File: src/design/oktv_pkg.sv
`timescale 1ns / 1ps

package oktv_pkg;

  localparam int DEPTH   = 64;
  localparam int KEY_W   = 32;
  localparam int VAL_W   = 32;
  localparam int IDX_W   = $clog2(DEPTH);
  localparam int CNT_W   = $clog2(DEPTH + 1);
  localparam int CMD_W   = 2;
  localparam int STS_W   = 2;

  typedef enum logic [CMD_W-1:0] {
    CMD_PUT    = 2'd0,
    CMD_REMOVE = 2'd1,
    CMD_GET    = 2'd2,
    CMD_READ   = 2'd3
  } cmd_e;

  typedef enum logic [STS_W-1:0] {
    STS_OK        = 2'd0,
    STS_NOT_FOUND = 2'd1,
    STS_FULL      = 2'd2
  } status_e;

  // broadcast from the controller to every cell
  typedef struct packed {
    logic             search;
    logic [KEY_W-1:0] search_key;
    logic             exec;
    cmd_e             cmd;
    logic [VAL_W-1:0] value;
    logic [IDX_W-1:0] pos;
    logic [CNT_W-1:0] count;
    logic             any_match;
  } ctrl_t;

  // per-cell contribution to the result, zero unless selected
  typedef struct packed {
    logic [KEY_W-1:0] key;
    logic [VAL_W-1:0] value;
    logic [IDX_W-1:0] slot;
  } cell_rsp_t;

endpackage

File: src/design/oktv_cell.sv
`timescale 1ns / 1ps

module oktv_cell (
  input  logic                    clk_i,
  input  logic                    rst_ni,
  input  logic [oktv_pkg::IDX_W-1:0] idx_i,
  input  oktv_pkg::ctrl_t         ctrl_i,
  input  logic [oktv_pkg::KEY_W-1:0] nbr_key_i,
  input  logic [oktv_pkg::VAL_W-1:0] nbr_value_i,
  input  logic                    seen_i,
  output logic                    seen_o,
  output logic [oktv_pkg::KEY_W-1:0] key_o,
  output logic [oktv_pkg::VAL_W-1:0] value_o,
  output oktv_pkg::cell_rsp_t     rsp_o
);
  import oktv_pkg::*;

  logic [KEY_W-1:0] key_q, key_d;
  logic [VAL_W-1:0] value_q, value_d;
  logic             match_q, match_d;
  logic             occupied;
  logic             is_tail;
  logic             first;
  logic             rd_sel;
  logic             val_sel;

  assign occupied = {1'b0, idx_i} < ctrl_i.count;
  assign is_tail  = {1'b0, idx_i} == ctrl_i.count;

  // first match wins: a match is first if no lower cell matched
  assign first  = match_q & ~seen_i;
  assign seen_o = seen_i | match_q;

  assign rd_sel  = (ctrl_i.cmd == CMD_READ) && (idx_i == ctrl_i.pos) && occupied;
  assign val_sel = rd_sel || ((ctrl_i.cmd == CMD_GET) && first);

  always_comb begin
    match_d = match_q;
    if (ctrl_i.search) begin
      match_d = occupied && (key_q == ctrl_i.search_key);
    end
  end

  always_comb begin
    key_d   = key_q;
    value_d = value_q;
    if (ctrl_i.exec) begin
      case (ctrl_i.cmd)
        CMD_PUT: begin
          if (first) begin
            value_d = ctrl_i.value;
          end else if (!ctrl_i.any_match && is_tail) begin
            key_d   = ctrl_i.search_key;
            value_d = ctrl_i.value;
          end
        end
        CMD_REMOVE: begin
          // cells from the removed one upwards take their upper neighbour
          if (seen_o) begin
            key_d   = nbr_key_i;
            value_d = nbr_value_i;
          end
        end
        default: begin
        end
      endcase
    end
  end

  always_ff @(posedge clk_i or negedge rst_ni) begin
    if (!rst_ni) begin
      match_q <= 1'b0;
    end else begin
      match_q <= match_d;
    end
  end

  always_ff @(posedge clk_i) begin
    key_q   <= key_d;
    value_q <= value_d;
  end

  assign key_o   = key_q;
  assign value_o = value_q;

  assign rsp_o.key   = rd_sel ? key_q : '0;
  assign rsp_o.value = val_sel ? value_q : '0;
  // read at index reports its position only, never a key match
  assign rsp_o.slot  = ((first && (ctrl_i.cmd != CMD_READ)) || rd_sel) ? idx_i : '0;

endmodule

File: config.mk
export PLATFORM = sky130hd
export DESIGN_NAME = oktv_cell
export DESIGN_NICKNAME = d
export VERILOG_FILES = /design/src/design/oktv_pkg.sv /design/src/design/oktv_cell.sv
export SDC_FILE = /design/constraint.sdc
export NUM_CORES = 1
export LEC_CHECK = 0
export BUFFER_PORTS_ARGS = -buffer_cell sky130_fd_sc_hd__buf_4
export CAP_MARGIN = 20
export CELL_PAD_IN_SITES_DETAIL_PLACEMENT = 1
export CELL_PAD_IN_SITES_GLOBAL_PLACEMENT = 2
export CORE_MARGIN = 3
export CORE_UTILIZATION = 25
export DETAILED_ROUTE_END_ITERATION = 8
export GPL_ROUTABILITY_DRIVEN = 1
export PLACE_DENSITY_LB_ADDON = 0.08
export SLEW_MARGIN = 0
export SYNTH_ARGS = -nofsm -noshare
export SYNTH_HDL_FRONTEND = slang
export SYNTH_SLANG_ARGS = --single-unit
File: constraint.sdc
create_clock -name clk_i -period 9.42 [get_ports clk_i]
set_clock_uncertainty 0.15 [all_clocks]
set_input_delay 0.942 -clock clk_i [delete_from_list [all_inputs] [get_ports clk_i]]
set_output_delay 0.942 -clock clk_i [all_outputs]
set_load 0.005 [all_outputs]
==> impl_metrics.json <==
{
  "max-slew-margin-rel_pct": 58.4,
  "final_common_cell": "buf_4",
  "tns_ns": 0,
  "grt_usage_pct": 16.2,
  "timing.final.crit_share_pct": 45.6,
  "root_buffer": "clkbuf_16",
  "ctsResizeCount": 0,
  "yosys_warnings": 0,
  "post-cts-setup-buffers": 0,
  "routed_wl_um": 14300,
  "cp_common_cell": "buf_4",
  "grt_pass1_wl_um": 21800,
  "drc_errors": 0,
  "status": "finished clean",
  "synthTopCellsByArea": "edfxtp_1 49%, mux2_2 18%, xnor2_1 6.9%, and2_1 6.1%, nor2b_2 4.0%",
  "synth_nets": 461,
  "worst_setup_path_start_kind": "input port",
  "ant_nets": 0,
  "synth_edf_count": 64,
  "io_pins": 290,
  "drv_slew": 0,
  "tightestPinTransition_ns": 0.624,
  "clock_sinks": 65,
  "finalHoldViolations": 0,
  "grt_max_degree": 46,
  "htreeDepth": 3,
  "end_kind": "primary output",
  "cts-buffers-inserted": 9,
  "worstSkewPairLatency_ns": 0.33,
  "die_w_um": 131,
  "overflow": 0,
  "syn_avg_cell_area_um2": 13.1,
  "cpLargestDelayFamily": "compound AO/OA/AOI/OAI gates",
  "synth_top_area_share_pct": 49.0,
  "grt_pass1_vias": 3691,
  "die_area_um2": 17200,
  "fmax_mhz": 233,
  "worstPathArrival_ns": 3.20,
  "path_cells": "buf_4 > ha_1 > nand3_1 > a21oi_1 > nor4_4 > buf_4 > a31oi_4 > buf_16 > and2b_1 > buf_4",
  "hold_class": "in -> async",
  "vias": 3491,
  "layout-drive-gt1-share_pct": 66.2,
  "path_class": "in -> out",
  "yosysTopAreaCell": "edfxtp_1",
  "yosysUniqueCellTypes": 32,
  "maxCapViolCount": 0,
  "slowest_stage": "a31oi_4",
  "worst_ep_required_time_ns": 8.33,
  "drt-pass1-iter-count": 4,
  "final_cell_area_um2": 6670,
  "crit_fanout": 34,
  "ys_ff_latch": 65,
  "ys_async_sr_fraction_pct": 1.54,
  "placed_cell_area_um2": 6330,
  "rsz0062_at_grt": "no",
  "p_leak_nw": 2.88,
  "avgViaCountPerCell": 4.31,
  "nNetsFinal": 754,
  "yosysSeqAreaShare_pct": 49.7,
  "clockBufferDepth": 2,
  "clk_transition_reported_paths_ns": 0.05,
  "start_util_pct": 25.7,
  "p_per_area_nw_per_um2": 121,
  "antenna_found_initial": 1,
  "first_iter_violations": 118,
  "crit_buf_inv": 4,
  "slowest_delay_ns": 0.46,
  "io_buffer_count": 289,
  "synthesis.area_um2": 3920,
  "gp_congestion": 0.750,
  "min_period_ns": 4.29,
  "fin_total_pwr_w": 0.000805,
  "setup_viol": 0,
  "final_cell_mix": "293 x buf_4, 64 x mux2_2, 64 x edfxtp_1",
  "coreArea_um2": 15300,
  "hpwl_um": 11600,
  "holdBufCountCts": 0,
  "chipHeight_um": 131,
  "rows": 45,
  "synthToLayoutAreaGrowth_pct": 70.1,
  "ir_drop_mv": 0.0715,
  "wire_per_inst_um": 17.6,
  "netlist_instances": 300,
  "yosys_most_used_dff": "edfxtp_1",
  "whs_ns": 0.226,
  "cts_tree": "yes"
}
metal layers:
layer,GRT usage (%),wire (µm),vias up
met5,0,0,-
li1,-,-,1659
met1,18.1,5430,1628
met4,6.71,324,0
met2,27.6,7180,183
met3,6.51,1320,21
area by class of cell:
cell class | count | area (µm²)
inverters | 8 | 30.0
multi-input cells | 215 | 1890
flip-flops and latches | 65 | 1950
clock inverters | 7 | 85.1
well taps | 211 | 264
clock buffers | 9 | 225
repair buffers | 294 | 2230
fillers | 1672 | 8590
diodes | 1 | 2.50
cells in the mapped netlist (all sizes together) (5+ instances only):
master,count
edfxtp,64
mux2,64
inv,8
and2,38
nand4,8
xor2,7
nor2b,30
buf,9
ha,6
a21oi,5
xnor2,31
sequential cells by signal, indices dropped and copies added, names as in the netlist:
signal,cells
match_q,1
value_o,32
key_o,32
through the flow:
stage	cells	setup WS (ns)	util [%]
global placement	792	4.88	41.5
finish	810	5.13	43.7
CTS	808	4.75	43.5
floorplan	300	5.03	-
detailed placement	792	4.75	41.5
global route	810	4.97	43.7
worst reg2reg max path: cells and delay by family, from the launching register on:
kind                   cells  cell delay [ns]
and+or+nand+nor            2             0.52
buffers and inverters      2             0.50
DFF                        1             0.37
AOI/OAI and AO/OA          1             0.16
final timing paths:
path	start	end	depth (start not counted)	slack, ns
setup reg to reg	match_q	key_o[7]	5	7.34
max in group asynchronous	rst_ni	match_q	1	8.81
setup / recovery	idx_i[5]	rsp_o[6]	10	5.13
min in group clk_i	match_q	match_q	2	0.45
hold reg to reg	match_q	match_q	2	0.45
hold / removal	rst_ni	match_q	1	0.23
report_power, final:
group,internal (W),switching (W),total (W)
Combinational,0.0000790,0.0000403,0.000119
Sequential,0.000327,0.00000388,0.000331
Clock,0.000229,0.000126,0.000354
Total,0.000635,0.000170,0.000805
kinds of logic (layout without fill, tap and decap cells):
family,count (synthesis),after routing,synth area share [%]
AND/OR/NAND/NOR,98,98,17.0
flip-flops,65,65,49.7
adder cells (fa/ha/maj),6,6,1.92
multiplexers,64,64,18.4
buffers and inverters,20,318,2.78
other,0,1,0
XOR/XNOR,38,38,8.49
AO/OA/AOI/OAI,9,9,1.72
(Power assumes the default switching activity.)
